[src/rtl/tsb_pkg.sv]
// Package for the periodic timer slot bank.
// Holds sizes, the command codes, the transfer types and the cell control and status types.
// No dependencies.
package tsb_pkg;

  localparam int unsigned SLOTS      = 8;
  localparam int unsigned COUNT_BITS = 32;
  localparam int unsigned MASK_W     = (SLOTS > 8) ? SLOTS : 8;

  typedef enum logic [1:0] {
    CMD_TICK        = 2'd0,
    CMD_ALLOC       = 2'd1,
    CMD_RELEASE     = 2'd2,
    CMD_RELEASE_ALL = 2'd3
  } cmd_e;

  typedef struct packed {
    logic [1:0]  command;
    logic [31:0] period;
    logic [2:0]  slot;
  } in_t;

  typedef struct packed {
    logic [7:0] fire_mask;
    logic       alloc_ok;
    logic [2:0] alloc_slot;
    logic [7:0] active_mask;
  } out_t;

  typedef struct packed {
    logic                  tick;
    logic                  alloc;
    logic                  release_all;
    logic [COUNT_BITS-1:0] period;
  } cell_ctl_t;

  typedef struct packed {
    logic active_next;
    logic fire;
    logic claim;
  } cell_stat_t;

endpackage

[src/rtl/tsb_cell.sv]
// One timer slot: active bit, reload period and remaining count.
// Passes the free-slot search on to the next cell. Depends on tsb_pkg.
module tsb_cell (
  input  logic               clk_i,
  input  logic               rst_ni,
  input  logic               en_i,
  input  tsb_pkg::cell_ctl_t ctl_i,
  input  logic               release_i,
  input  logic               taken_i,
  output logic               taken_o,
  output tsb_pkg::cell_stat_t stat_o
);
  import tsb_pkg::*;

  logic                  active_q, active_d;
  logic [COUNT_BITS-1:0] reload_q, reload_d;
  logic [COUNT_BITS-1:0] remain_q, remain_d;
  logic                  claim, fire;

  assign claim   = ctl_i.alloc && !taken_i && !active_q;
  assign taken_o = taken_i || !active_q;
  assign fire    = ctl_i.tick && active_q && (remain_q == COUNT_BITS'(1));

  always_comb begin
    active_d = active_q;
    reload_d = reload_q;
    remain_d = remain_q;
    if (claim) begin
      active_d = 1'b1;
      reload_d = ctl_i.period;
      remain_d = ctl_i.period;
    end else if (fire) begin
      remain_d = reload_q;
    end else if (ctl_i.tick && active_q) begin
      remain_d = remain_q - COUNT_BITS'(1);
    end
    if (ctl_i.release_all || release_i) begin
      active_d = 1'b0;
    end
  end

  always_ff @(posedge clk_i or negedge rst_ni) begin
    if (!rst_ni) begin
      active_q <= 1'b0;
    end else if (en_i) begin
      active_q <= active_d;
    end
  end

  always_ff @(posedge clk_i) begin
    if (en_i) begin
      reload_q <= reload_d;
      remain_q <= remain_d;
    end
  end

  assign stat_o = '{active_next: active_d, fire: fire, claim: claim};

endmodule

[src/rtl/periodic_timer_slot_bank.sv]
// Periodic timer slot bank: a chain of timer cells with tick, allocate and release.
// The result transfer comes in the cycle after the command transfer.
// Throughput: one command per cycle; busy_o stays low and the receiver cannot stall.
// Reset clears every active bit and the done strobe; slot counters hold no value
// until their slot is allocated. Depends on tsb_pkg and tsb_cell.
module periodic_timer_slot_bank (
  input  logic         clk_i,
  input  logic         rst_ni,
  input  logic         start_i,
  input  tsb_pkg::in_t item_i,
  output logic         busy_o,
  output logic         done_o,
  output tsb_pkg::out_t result_o
);
  import tsb_pkg::*;

  logic                accept;
  cell_ctl_t           ctl;
  logic [SLOTS-1:0]    rel_hit;
  logic [SLOTS:0]      taken;
  cell_stat_t          stat [SLOTS];
  logic [MASK_W-1:0]   fire_vec, active_vec;
  logic [SLOTS-1:0]    claim_vec;
  logic [2:0]          where;
  out_t                res_d, res_q;
  logic                done_q;

  assign busy_o = 1'b0;
  assign accept = start_i && !busy_o;

  assign ctl.tick        = (cmd_e'(item_i.command) == CMD_TICK);
  assign ctl.alloc       = (cmd_e'(item_i.command) == CMD_ALLOC);
  assign ctl.release_all = (cmd_e'(item_i.command) == CMD_RELEASE_ALL);
  assign ctl.period      = COUNT_BITS'(item_i.period);

  assign taken[0] = 1'b0;

  for (genvar i = 0; i < SLOTS; i++) begin : g_cell
    assign rel_hit[i] = (cmd_e'(item_i.command) == CMD_RELEASE) &&
                        (32'(item_i.slot) == 32'(i));
    tsb_cell u_cell (
      .clk_i    (clk_i),
      .rst_ni   (rst_ni),
      .en_i     (accept),
      .ctl_i    (ctl),
      .release_i(rel_hit[i]),
      .taken_i  (taken[i]),
      .taken_o  (taken[i+1]),
      .stat_o   (stat[i])
    );
  end

  always_comb begin
    fire_vec   = '0;
    active_vec = '0;
    claim_vec  = '0;
    where      = '0;
    for (int i = 0; i < SLOTS; i++) begin
      fire_vec[i]   = stat[i].fire;
      active_vec[i] = stat[i].active_next;
      claim_vec[i]  = stat[i].claim;
      if (stat[i].claim) begin
        where = where | 3'(i);
      end
    end
  end

  always_comb begin
    res_d.fire_mask   = fire_vec[7:0];
    res_d.alloc_ok    = |claim_vec;
    res_d.alloc_slot  = where;
    res_d.active_mask = active_vec[7:0];
  end

  always_ff @(posedge clk_i or negedge rst_ni) begin
    if (!rst_ni) begin
      done_q <= 1'b0;
    end else begin
      done_q <= accept;
    end
  end

  always_ff @(posedge clk_i) begin
    if (accept) begin
      res_q <= res_d;
    end
  end

  assign done_o   = done_q;
  assign result_o = res_q;

`ifndef SYNTHESIS
  a_claim_active : assert property (@(posedge clk_i) disable iff (!rst_ni)
    (done_o && result_o.alloc_ok) |-> result_o.active_mask[result_o.alloc_slot])
    else $error("claimed slot is not active");

  a_fire_active : assert property (@(posedge clk_i) disable iff (!rst_ni)
    done_o |-> ((result_o.fire_mask & ~result_o.active_mask) == 8'd0))
    else $error("fired slot is not active");

  a_fire_or_alloc : assert property (@(posedge clk_i) disable iff (!rst_ni)
    done_o |-> (result_o.fire_mask == 8'd0 || !result_o.alloc_ok))
    else $error("fire and allocate in one result");
`endif

endmodule

[config.mk]
export PLATFORM = sky130hd
export DESIGN_NAME = periodic_timer_slot_bank
export DESIGN_NICKNAME = d
export VERILOG_FILES = /design/src/rtl/tsb_pkg.sv /design/src/rtl/tsb_cell.sv /design/src/rtl/periodic_timer_slot_bank.sv
export SDC_FILE = /design/constraint.sdc
export NUM_CORES = 1
export LEC_CHECK = 0
export ABC_AREA = 1
export BUFFER_PORTS_ARGS = -buffer_cell sky130_fd_sc_hd__buf_2
export CORE_ASPECT_RATIO = 0.6
export CORE_MARGIN = 1.5
export CORE_UTILIZATION = 52
export CTS_CLUSTER_DIAMETER = 150
export CTS_CLUSTER_SIZE = 40
export DETAILED_ROUTE_END_ITERATION = 7
export PLACE_DENSITY = 0.7
export SLEW_MARGIN = 5
export SYNTH_ARGS = -nofsm -noshare
export SYNTH_HDL_FRONTEND = slang
export SYNTH_SLANG_ARGS = --single-unit
[constraint.sdc]
create_clock -name clk_i -period 5.8 [get_ports clk_i]
set_clock_uncertainty 0.2 [all_clocks]
set_input_delay 0.29 -clock clk_i [delete_from_list [all_inputs] [get_ports clk_i]]
set_output_delay 0.29 -clock clk_i [all_outputs]
set_load 0.005 [all_outputs]
==> results.yml, run 1 <==
die:
  chipHeight_um: 192
  die_w_um: 319
  start_util_pct: 52.6
  ioPinCount: 62
  core-area_um2: 59100
  num_rows: 69
  fp.dieArea_um2: 61300
synthesis:
  synth_area_leaders: "edfxtp_1 51%, nand2_1 16%, nand3_1 7.8%"
  synth_area_leader_cell: "edfxtp_1"
  synth_warnings: 0
  ys_async_sr_fraction_pct: 1.66
  syn_inst: 3929
  syn_nets: 3985
  avgSynthCellArea_um2: 7.91
  ys.flop_type: "edfxtp_1"
  ys_types: 38
  synth_top_area_share_pct: 51.4
  ys_seq_elements: 541
  seq_area_frac_synth_pct: 52.1
  synth_edf_count: 532
  syn-cell-area_um2: 31100
critical_path:
  r2r_slack_ns: 2.70
  critPathMaxFanout: 32
  r2r_end: "g_cell[0].u_cell.remain_q[14]"
  crit_top_cell: "nand2_1"
  critPathRequiredTime_ns: 6.07
  slowest_stage: "nand2_1"
  r2r-start: "g_cell[0].u_cell.remain_q[12]"
  critPathKind: "reg -> reg"
  startpoint_type: "flop"
  worst_ep_arrival_time_ns: 3.37
  critical-path-max-stage-delay_ns: 0.80
  worst-path-buf-inv: 2
  worstPathCellList: "nor2_1 > nand2_1 > inv_1 > nand2_1 > nor2_2 > buf_4 > nand2_1 > nand2_1 > nand3_1 > nand2_1"
  cp_top_family: "simple AND/OR/NAND/NOR gates"
  worstSetupEndpointType: "flop"
  ff2ff_path_depth: 10
finish:
  nets: 3986
  layout_commonest_cell: "nand2_1"
  area_growth_pct: 5.36
  fill_cells: 5418
  drive_gt1_share_pct: 4.67
  final_cell_mix: "1316 x nand2_1, 532 x edfxtp_1, 500 x nor2_1, 483 x nand3_1, 464 x inv_1"
  postLayoutCoreUtil_pct: 55.4
cts:
  insertion_delay_ns: 0.58
  htree_levels: 1
  cts-buffers-inserted: 17
  path_clk_slew_ns: 0.16
  cts_setup_buffers: 0
  cts_root_buf: "clkbuf_16"
  cts_buffer_depth: 3
  clkSinkCount: 541
  cts_tree: "built"
  cts_resized: 0
power_and_ir_drop:
  total_power_uw: 6510
  power_leakage_uw: 0.0134
  p_per_area_nw_per_um2: 199
  ir_drop_mv: 0.175
timing:
  rsz0062_at_grt: "no"
  tightest_slew_ns: 1.23
  fin_tns_setup_ns: 0
  finalCritPeriodShare_pct: 53.4
  fmaxAchievable_mhz: 323
  finalSetupViolCount: 0
  fin_crit_ns: 3.10
  final_hold_viol_count: 0
  drv_slew: 0
  slew_headroom_pct: 17.7
flow_run:
  max-cap-violations: 0
place:
  io_buffers: 60
  gp_congestion: 1.01
  dp_hpwl_um: 66600
route:
  wl_per_cell_um: 20.4
  first_iter_violations: 3660
  vias_per_cell: 5.59
  ant_nets: 0
  drc: 0
  vias: 26400
  routed_wirelength_um: 96300
  first_pass_iters: 7
min_path:
  whs_path_depth: 1
  hp-class: "in -> reg"
  holdPathEnd: "g_cell[2].u_cell.reload_q[24]"
  hold_start: "item_i[27]"
grt:
  overflow: 0
  grt_max_degree: 48
  grt_pass1_wl_um: 144000
  grt_pass1_vias: 22700
  antenna_found_initial: 13
  grt_usage_pct: 31.3
outcome:
  status: "completed"
## state kept, by name, indices dropped and copies added, names as in the netlist
register / cells
g_cell.u_cell.active_q: 8
g_cell.u_cell.reload_q: 256
done_o: 1
result_o: 20
g_cell.u_cell.remain_q: 256
## repair_timing
item	CTS	global route
hold buffers	11	1
setup endpoints to repair	0	0
endpoints found under the hold margin	61	4
## kinds of logic (layout without fill, tap and decap cells)
group / after synthesis / in the layout / share of synthesized area, %
AOI/OAI and AO/OA: 194 / 194 / 3.17
xor gates and xnor gates: 85 / 85 / 2.39
buffers and inverters: 596 / 607 / 7.57
and+or+nand+nor: 2496 / 2496 / 34.1
DFF: 541 / 541 / 52.1
adders and majority gates: 16 / 16 / 0.644
other: 1 / 4 / 0.0121
## power breakdown
group          switching, uW  internal [uW]
registers               36.1           4330
clock network           1190            576
logic                    294           79.5
## cell usage after synthesis, drive strengths merged, types with 2 or more instances
cell,count
a21oi,36
and2,2
buf,81
clkbuf,39
clkinv,3
dfrtp,9
edfxtp,532
ha,16
inv,473
nand2,1321
nand3,486
nand3b,97
nand4,32
nor2,539
nor3,5
o211ai,2
o21ai,151
o21bai,3
or2,12
xnor2,29
xor2,56
## worst max-delay path by stage
stage	endpoint	startpoint	cells after the start	slack, ns
global route	g_cell[0].u_cell.remain_q[8]	g_cell[0].u_cell.remain_q[18]	10	2.53
finish	g_cell[0].u_cell.remain_q[14]	g_cell[0].u_cell.remain_q[12]	10	2.70
detailed placement	g_cell[1].u_cell.remain_q[16]	item_i[36]	10	2.67
floorplan	g_cell[6].u_cell.remain_q[0]	g_cell[0].u_cell.active_q	8	2.28
global placement	g_cell[1].u_cell.remain_q[16]	item_i[36]	10	2.76
CTS	g_cell[0].u_cell.remain_q[6]	g_cell[0].u_cell.remain_q[12]	10	2.80
## worst register-to-register path, delay by kind of cell (launching register included)
kind | cells | cell delay, ns
and+or+nand+nor | 8 | 1.88
DFF | 1 | 0.50
buffers and inverters | 2 | 0.38
## layer usage
| metal | global-route usage, % | wire length (um) | up-vias |
|---|---|---|---|
| li1 | - | - | 12700 |
| met1 | 52.2 | 45600 | 12200 |
| met2 | 41.1 | 36000 | 1398 |
| met3 | 6.58 | 13000 | 75 |
| met4 | 4.82 | 1600 | 4 |
| met5 | 0 | 27 | - |
## stage by stage
stage / instance area (um^2) / instances / setup WS, ns / hold WS (ns)
2_1_floorplan: 31100 / 3929 / 2.28 / -0.206
6_report: 32800 / 4724 / 2.70 / 0.0414
4_1_cts: 32700 / 4720 / 2.80 / 0.00000339
5_1_grt: 32800 / 4721 / 2.53 / 0.0147
3_3_place_gp: 32100 / 4680 / 2.76 / -0.0156
3_5_place_dp: 32100 / 4680 / 2.67 / -0.0176
## cell type report
| class | count | area, um^2 | area share (%) |
|---|---|---|---|
| Clock buffer | 28 | 467 | 1.42 |
| Antenna cell | 3 | 7.51 | 0.0229 |
| Multi-Input combinational cell | 2792 | 12700 | 38.6 |
| Inverter | 476 | 1790 | 5.46 |
| Clock inverter | 1 | 20.0 | 0.0611 |
| Sequential cell | 541 | 16200 | 49.5 |
| Timing Repair Buffer | 102 | 646 | 1.97 |
| Tap cell | 781 | 977 | 2.98 |
No activity file was read; power rests on OpenSTA's default activity.
==> inputs of run 2 (changes only) <==
- PLACE_DENSITY: 0.7 -> 0.73
- clock period: 5.8 -> 2.71 ns (I/O delays scaled with it)
==> run 2 against run 1 <==
Sequential power grew 110%. Global-route usage up 1.5 points. Final cell count up 2.5%. Clock power is 120% higher. Critical path depth stayed put. Flip-flop and latch count unchanged. Worst hold slack improved by 0.054 ns. Critical path type unchanged.
==> results.yml, run 2 (synthesis results as in run 1) <==
place:
  placed_cells: 4764
  place_area_um2: 33000
  io_buffers: 60
  place_ws_ns: 0.246
  dp_hpwl_um: 71400
  gp_congestion: 1.04
cts:
  path_clk_slew_ns: 0.14
  cts_setup_buffers: 0
  ctsHoldBuffers: 41
  insertion_delay_ns: 0.60
  cts_tree: "built"
  cts-buffers-inserted: 17
  cts_buffer_depth: 3
  htree_levels: 1
  clkSinkCount: 541
  cts_resized: 0
  cts_root_buf: "clkbuf_16"
grt:
  overflow: 0
  grt_pass1_vias: 23700
  antenna_found_initial: 4
  grt_usage_pct: 32.7
  grt_pass1_wl_um: 150000
  grt_max_degree: 45
finish:
  nets: 4099
  final_area_um2: 33900
  final_cell_mix: "1316 x nand2_1, 532 x edfxtp_1, 500 x nor2_1, 483 x nand3_1, 464 x inv_1"
  seqCellArea_um2: 16200
  fill_cells: 5341
  multi_input_area_um2: 12700
  instances_no_fill: 4840
  area_growth_pct: 9.16
  drive_gt1_share_pct: 6.61
  layout_commonest_cell: "nand2_1"
outcome:
  status: "completed"
power_and_ir_drop:
  total_power_uw: 14100
  ir_drop_mv: 0.491
  power_leakage_uw: 0.0140
  p_per_area_nw_per_um2: 414
timing:
  fin_tns_setup_ns: 0
  finalCritPeriodShare_pct: 96.9
  fin_ws_ns: 0.0840
  finalSetupViolCount: 0
  tightest_slew_ns: 0.874
  slew_headroom_pct: 41.8
  fmaxAchievable_mhz: 381
  drv_slew: 0
  final_hold_viol_count: 0
  fin_crit_ns: 2.63
  rsz0062_at_grt: "no"
route:
  first_pass_iters: 6
  vias_per_cell: 5.63
  wl_per_cell_um: 20.9
  vias: 27300
  first_iter_violations: 3937
  drc: 0
  routed_wirelength_um: 101000
  ant_nets: 0
die:
  ioPinCount: 62
  num_rows: 69
  chipHeight_um: 192
  fp.dieArea_um2: 61300
  start_util_pct: 52.6
  core-area_um2: 59100
  die_w_um: 319
critical_path:
  worstSetupEndpointType: "flop"
  critPathMaxFanout: 8
  critPathKind: "reg -> reg"
  critPathRequiredTime_ns: 2.77
  worst_ep_arrival_time_ns: 2.69
  startpoint_type: "flop"
min_path:
  hp-class: "in -> reg"
flow_run:
  max-cap-violations: 0
-- run 2: cell count changes in the layout (fill, tap and decap cells not counted) --
cell / previous run / this run
buf_4: 30 / 94
dlygate4sd3_1: 12 / 41
buf_12: 0 / 20
diode_2: 3 / 6
nor2_2: 32 / 31
nor2_4: 7 / 8
-- run 2: worst paths after layout --
kind / startpoint / endpoint / slack [ns] / depth (start not counted)
min: item_i[35] / g_cell[3].u_cell.active_q / 0.1 / 7
min in group asynchronous: rst_ni / g_cell[5].u_cell.active_q / 0.42 / 3
min reg2reg: g_cell[7].u_cell.active_q / g_cell[7].u_cell.active_q / 0.37 / 2
max in group asynchronous: rst_ni / done_o / 1.50 / 3
max reg2reg: g_cell[6].u_cell.remain_q[8] / g_cell[6].u_cell.remain_q[4] / 0.08 / 10
max: g_cell[6].u_cell.remain_q[8] / g_cell[6].u_cell.remain_q[4] / 0.08 / 10
-- run 2: cell type report --
class	count	area share, %
well taps	781	2.88
flip-flops and latches	541	47.7
diodes	6	0.0442
clock inverters	1	0.0590
inverters	476	5.27
multi-input cells	2792	37.3
repair buffers	215	5.35
clock buffers	28	1.37
-- run 2: per-stage QoR --
stage	hold slack, ns	utilization [%]
after floorplan	-0.360	-
after global placement	-0.171	55.9
after detailed placement	-0.172	55.9
after CTS	0.0553	57.4
after global routing	0.0899	57.4
final	0.0957	57.4
-- run 2: metal layers --
layer	share of wire (%)	vias to the layer above	wire (um)	GRT usage, %
met1	47	12600	47900	54.3
met3	14	91	14200	7.98
met2	37	1675	37500	42.0
met5	0	-	0	0
met4	1.7	0	1750	5.76
li1	-	12900	-	-
-- run 2: power by group --
group	internal [uW]	switching, uW	leakage [uW]
Combinational	217	669	0.00880
Clock	1230	2600	0.000232
Sequential	9270	78.6	0.00495
Total	10700	3350	0.0140
-- run 2: worst max-delay path, cell delays in order (launching register included) --
cell and delay, ns:
edfxtp_1 0.54, nor2_2 0.25, nand2_1 0.20, nor2_2 0.21, nand2_1 0.13, inv_1 0.10
nand2_1 0.21, nand2_1 0.14, nand2_1 0.06, nand2_1 0.05, o21ai_0 0.22
